==> src/exyz_pkg.sv <==
// ---------------------------------------------------------------------------
// exyz_pkg
// Shared constants, tables and helpers for the Euler xyz rotation matrix.
// ---------------------------------------------------------------------------
`default_nettype none
package exyz_pkg;
  localparam int ANGLE_BITS_DEF   = 16;
  localparam int ELEM_FRAC_DEF    = 14;
  localparam int CORDIC_STEPS_DEF = 16;
  localparam int IO_W             = 16;
  // Q30 working width: values reach about +-4 rad and +-1.6 unit, 34 bits is ample
  localparam int QW               = 34;

  localparam logic signed [QW-1:0] Q30_ONE_OVER_K = 34'sd652032874;
  localparam logic signed [QW-1:0] Q30_PI         = 34'sd3373259426;
  localparam logic signed [QW-1:0] Q30_HALF_PI    = 34'sd1686629713;

  typedef logic signed [QW-1:0] q30_t;

  function automatic q30_t atan_q30(input int k);
    case (k)
      0:  atan_q30 = 34'sd843314856;
      1:  atan_q30 = 34'sd497837829;
      2:  atan_q30 = 34'sd263043836;
      3:  atan_q30 = 34'sd133525158;
      4:  atan_q30 = 34'sd67021686;
      5:  atan_q30 = 34'sd33543515;
      6:  atan_q30 = 34'sd16775850;
      7:  atan_q30 = 34'sd8388437;
      8:  atan_q30 = 34'sd4194282;
      9:  atan_q30 = 34'sd2097149;
      10: atan_q30 = 34'sd1048575;
      11: atan_q30 = 34'sd524287;
      12: atan_q30 = 34'sd262143;
      13: atan_q30 = 34'sd131071;
      14: atan_q30 = 34'sd65535;
      15: atan_q30 = 34'sd32767;
      16: atan_q30 = 34'sd16383;
      17: atan_q30 = 34'sd8191;
      18: atan_q30 = 34'sd4095;
      19: atan_q30 = 34'sd2047;
      20: atan_q30 = 34'sd1023;
      21: atan_q30 = 34'sd511;
      22: atan_q30 = 34'sd255;
      23: atan_q30 = 34'sd127;
      24: atan_q30 = 34'sd63;
      25: atan_q30 = 34'sd31;
      26: atan_q30 = 34'sd15;
      27: atan_q30 = 34'sd7;
      28: atan_q30 = 34'sd3;
      29: atan_q30 = 34'sd1;
      default: atan_q30 = '0;
    endcase
  endfunction

  // round a Q30 x Q30 product back to Q30 (add half, floor shift)
  function automatic q30_t rnd_q30(input logic signed [2*QW-1:0] p);
    logic signed [2*QW-1:0] t;
    t = (p + (68'sd1 <<< 29)) >>> 30;
    rnd_q30 = t[QW-1:0];
  endfunction
endpackage
`default_nettype wire

==> src/exyz_cordic.sv <==
// ---------------------------------------------------------------------------
// exyz_cordic
// Pipelined rotation-mode CORDIC, one register stage per micro-rotation.
// ---------------------------------------------------------------------------
`default_nettype none
module exyz_cordic #(
  parameter int ANGLE_BITS   = 16,
  parameter int CORDIC_STEPS = 16
) (
  input  wire                          clk,
  input  wire                          rst,
  input  wire                          in_valid,
  input  wire  signed [ANGLE_BITS-1:0] angle,
  output logic                         out_valid,
  output exyz_pkg::q30_t               sin_q,
  output exyz_pkg::q30_t               cos_q
);
  import exyz_pkg::*;

  q30_t x   [CORDIC_STEPS+1];
  q30_t y   [CORDIC_STEPS+1];
  q30_t z   [CORDIC_STEPS+1];
  logic neg [CORDIC_STEPS+1];
  logic vld [CORDIC_STEPS+1];

  q30_t a_q30;
  assign a_q30 = q30_t'(angle) <<< (33 - ANGLE_BITS);

  // range reduction stage
  always_ff @(posedge clk) begin
    if (rst) begin
      vld[0] <= 1'b0;
    end else begin
      vld[0] <= in_valid;
    end
    x[0] <= Q30_ONE_OVER_K;
    y[0] <= '0;
    if (a_q30 > Q30_HALF_PI) begin
      z[0] <= a_q30 - Q30_PI;  neg[0] <= 1'b1;
    end else if (a_q30 < -Q30_HALF_PI) begin
      z[0] <= a_q30 + Q30_PI;  neg[0] <= 1'b1;
    end else begin
      z[0] <= a_q30;           neg[0] <= 1'b0;
    end
  end

  for (genvar i = 0; i < CORDIC_STEPS; i++) begin : g_step
    localparam int K = i % 32;
    always_ff @(posedge clk) begin
      if (rst) begin
        vld[i+1] <= 1'b0;
      end else begin
        vld[i+1] <= vld[i];
      end
      neg[i+1] <= neg[i];
      if (z[i] >= 0) begin
        x[i+1] <= x[i] - (y[i] >>> K);
        y[i+1] <= y[i] + (x[i] >>> K);
        z[i+1] <= z[i] - atan_q30(K);
      end else begin
        x[i+1] <= x[i] + (y[i] >>> K);
        y[i+1] <= y[i] - (x[i] >>> K);
        z[i+1] <= z[i] + atan_q30(K);
      end
    end
  end

  assign out_valid = vld[CORDIC_STEPS];
  assign cos_q = neg[CORDIC_STEPS] ? -x[CORDIC_STEPS] : x[CORDIC_STEPS];
  assign sin_q = neg[CORDIC_STEPS] ? -y[CORDIC_STEPS] : y[CORDIC_STEPS];
endmodule
`default_nettype wire

==> config.mk <==
export PLATFORM = sky130hd
export DESIGN_NAME = exyz_cordic
export DESIGN_NICKNAME = d
export VERILOG_FILES = /design/src/exyz_pkg.sv /design/src/exyz_cordic.sv
export SDC_FILE = /design/constraint.sdc
export NUM_CORES = 2
export LEC_CHECK = 0
export BUFFER_PORTS_ARGS = -buffer_cell sky130_fd_sc_hd__buf_2
export CAP_MARGIN = 20
export CORE_MARGIN = 4
export CORE_UTILIZATION = 48
export CTS_CLUSTER_SIZE = 30
export DETAILED_ROUTE_END_ITERATION = 10
export PLACE_DENSITY = 0.67
export SYNTH_ARGS = -nofsm -noshare
export SYNTH_HDL_FRONTEND = slang
export SYNTH_SLANG_ARGS = --single-unit
==> constraint.sdc <==
create_clock -name clk -period 4.8 [get_ports clk]
set_input_delay 0.96 -clock clk [delete_from_list [all_inputs] [get_ports clk]]
set_output_delay 0.96 -clock clk [all_outputs]
set_load 0.005 [all_outputs]
==> results by stage <==
STA:
- Setup violations remaining at the end of the flow were counted as 10.
- After layout, the worst setup slack is -0.3291 ns.
- Dividing the final minimum period by the clock period gives 106.9%.
- The transition time at the pin with the least slew margin is 0.9677 ns.
- Setup repair after global routing could not meet its margin everywhere.
- The worst setup skew after layout is 0.05839 ns.
- The relative slew slack is 34.80%.
- The final critical delay including setup and external delays is 5.129 ns.
- The hold violation total from the final report is 0.
- For this run, the top clock speed supported by timing is 0.1950 GHz.
- The count of pins over their slew limit was 0.

Detailed routing:
- The count of unresolved DRC violations after routing is 0.
- The first detailed-routing pass ran for 6 iterations.
- The final layout contains routed wiring with a total length of 289.4 mm.
- The post-detailed-route wirelength per cell is 17.07 µm.
- Once detail routing completed, the nets flagged for antenna violations numbered 0.
- The average via count per standard cell is 5.617.
- After the first detailed-routing iteration, the DRC count stood at 5761.
- Summing over every cut layer, the via total after detailed routing is 95230.

Synthesis:
- The average size of a mapped cell is 8.554 µm².
- The top flip-flop cell by instance count after synthesis is dfxtp_1.
- Synthesis produced a netlist whose cell count is 12980.
- The yosys synthesis warning count is 0.
- The async set or reset register ratio after synthesis is 0%.
- The synthesized area is 0.1110 mm².
- The register bit total from synthesis is 1509.
- Yosys mapped the design onto 86 distinct sky130hd cell types.
- The fraction of the yosys area taken by sequential cells is 27.40%.
- Counting flops with a built-in enable in the synthesized netlist gives 21.

CTS:
- The clock edge transition at the registers on the reported setup and hold paths is 0.06 ns.
- The tree built by TritonCTS fans out to 1509 sinks.
- The cell at the root of the clock tree is clkbuf_16.
- The TritonCTS clock tree is built.
- In this run the number of H-tree levels came out at 4.
- TritonCTS created 170 clock buffers.
- The later pin in the worst-skew pair is clocked with a latency of 0.85 ns.
- In this run the deepest clock path goes through 3 buffers.

Layout:
- The final-layout fill cell count is 21050.
- The post-route netlist has 10.94% of its cells at a drive strength greater than 1.
- The area of the multi-input gates is 0.07955 mm².
- The sequential cell area is 0.03044 mm².
- The total number of nets in the final design is 15270.
- Compared with the post-synthesis result, the final layout area differs by 15.27%.

Flow run:
- The tool flagged a number of max-cap violations equal to 0.

Critical path:
- For the worst setup path, the data required time is 3.84 ns.
- At the worst endpoint, the arrival time is 4.17 ns.
- STA classifies the critical path startpoint as a flop.
- The critical path is of the flop to output pin type.
- The highest net fanout along the worst path is 3.
- The sort of element at the end of the critical path is an output pin.

Global routing:
- The number of antenna violations at the first check in global routing is 3.
- Summed over all layers, the global routing overflow is 0.
- The total routing resource utilization after global routing is 23.41%.
- The via count of the first global-routing pass was 89990.
- The first-pass GRT wire length is 466.2 mm.
- Entering global routing, the biggest net connects 76 pins.

Floorplanning:
- The number of rows created at floorplan is 176.
- The area of the die is 0.2391 mm².
- In this run the vertical extent of the chip is 489.0 µm.
- The core area is 0.2301 mm².
- 88 I/O pins were placed.
- The die outline width is 489.0 µm.
- The initial utilization of the core area, before any placement, comes to 48.25%.

Min path:
- The type of the most critical hold path is flop to flop.

Placement:
- Timing analysis after detailed placement gives a worst setup slack of -0.3851 ns.
- The final estimated routing congestion in global placement is 0.9468.
- The half-perimeter wire length after placement is 233.6 mm.
- The port buffer count is 87.

Status:
- The checks that failed: negative setup slack.
- The flow ran to the end, but the final reports show violations.
sequential cells by signal, summed over array words and instances, names as in the netlist:
register  cells
y           511
neg          17
z           480
x           484
vld          17
final timing paths:
kind / startpoint / to / slack [ns] / depth (start not counted)
max: x[16][8] / cos_q[31] / -0.33 / 9
min: neg[5] / neg[6] / 0.32 / 0
max reg2reg: x[15][21] / y[16][33] / 0.16 / 17
min reg2reg: neg[5] / neg[6] / 0.32 / 0
layout by cell type (no fill, tap or decap), types with 196 or more instances in the layout:
cell / count
nand2b_1: 206
xnor2_1: 1264
nor2b_1: 196
nor2_1: 876
nand2_1: 790
ha_1: 1421
o21bai_1: 204
xor2_1: 664
nand3_1: 245
o21ai_0: 763
o31ai_1: 201
inv_1: 541
a21oi_1: 1089
nor3_1: 210
a21o_1: 616
dfxtp_1: 1473
buf_4: 692
Yosys cell counts (all sizes together), types with 137 or more instances:
cell type     n  area, µm²
a21o        616       4624
a21oi      1118       5595
and3        137      857.1
clkbuf      165      620.6
dfxtp      1488      29790
ha         1430      17890
inv         548       2057
nand2       792       2973
nand2b      207       1295
nand3       251       1256
nor2        892       3348
nor2b       199       1245
nor3        219       1096
o21a        195       1464
o21ai       818       4094
o21bai      204       1531
o31ai       230       1732
or3         151      954.7
xnor2      1270      11120
xor2        664       5816
critical path, stage by stage, from the launching register on:
cell     delay [ns]
dfxtp_2        0.32
or4_4          0.54
or3_4          0.37
or3_4          0.38
or3_4          0.34
or3_4          0.37
or4_4          0.49
o41ai_4        0.24
xnor2_1        0.16
buf_2          0.14
metrics by stage:
| step | utilization [%] | std cells | hold WS [ns] | TNS [ns] | cell area (µm²) |
|---|---|---|---|---|---|
| floorplan | - | 13000 | 0.3096 | 0 | 111100 |
| global placement | 52.04 | 16590 | 0.3103 | -2.157 | 119800 |
| detailed placement | 52.04 | 16590 | 0.3121 | -3.352 | 119800 |
| CTS | 54.86 | 16910 | 0.3108 | -2.280 | 126300 |
| global route | 55.62 | 16950 | 0.3305 | -2.987 | 128000 |
| finish | 55.62 | 16950 | 0.3244 | -1.561 | 128000 |
final cells by class:
cell class / count / share of cell area, %
Clock buffer: 228 / 3.809
Multi-Input combinational cell: 10750 / 62.16
Inverter: 552 / 1.627
Timing Repair Buffer: 797 / 4.655
Tap cell: 3026 / 2.958
Sequential cell: 1509 / 23.78
Clock inverter: 86 / 1.008
Antenna cell: 2 / 0.003910
layer usage:
layer / wire length [µm] / part of all wire, % / global-route usage [%] / up-vias
li1: - / - / - / 48680
met1: 130400 / 45 / 30.14 / 44310
met2: 138300 / 48 / 41.03 / 1796
met3: 12510 / 4.3 / 2.736 / 439
met4: 8297 / 2.9 / 6.879 / 0
met5: 0 / 0 / 0 / -
cells by family (layout without fill, tap and decap cells):
group           Yosys count  count (layout)  synth area share (%)
other cells               1              23              0.003377
simple gates           3329            3330                 14.72
fa+ha+maj              1470            1470                 16.83
compound gates         3955            3955                 22.89
mux                      43              43                0.3933
flops                  1509            1509                 27.40
xor+xnor               1934            1934                 15.26
buf+inv                 739            1663                 2.509
repair_timing:
item,in CTS,in global routing
hold buffers,0,0
pin swaps,16,102
setup buffers,8,41
setup endpoints to repair,48,160
hold endpoints to repair,0,0
cloned,1,1
gates resized for setup,64,318
Power is not shown: default switching activity piles up to over one toggle a cycle in this logic, so the estimate is an artifact.
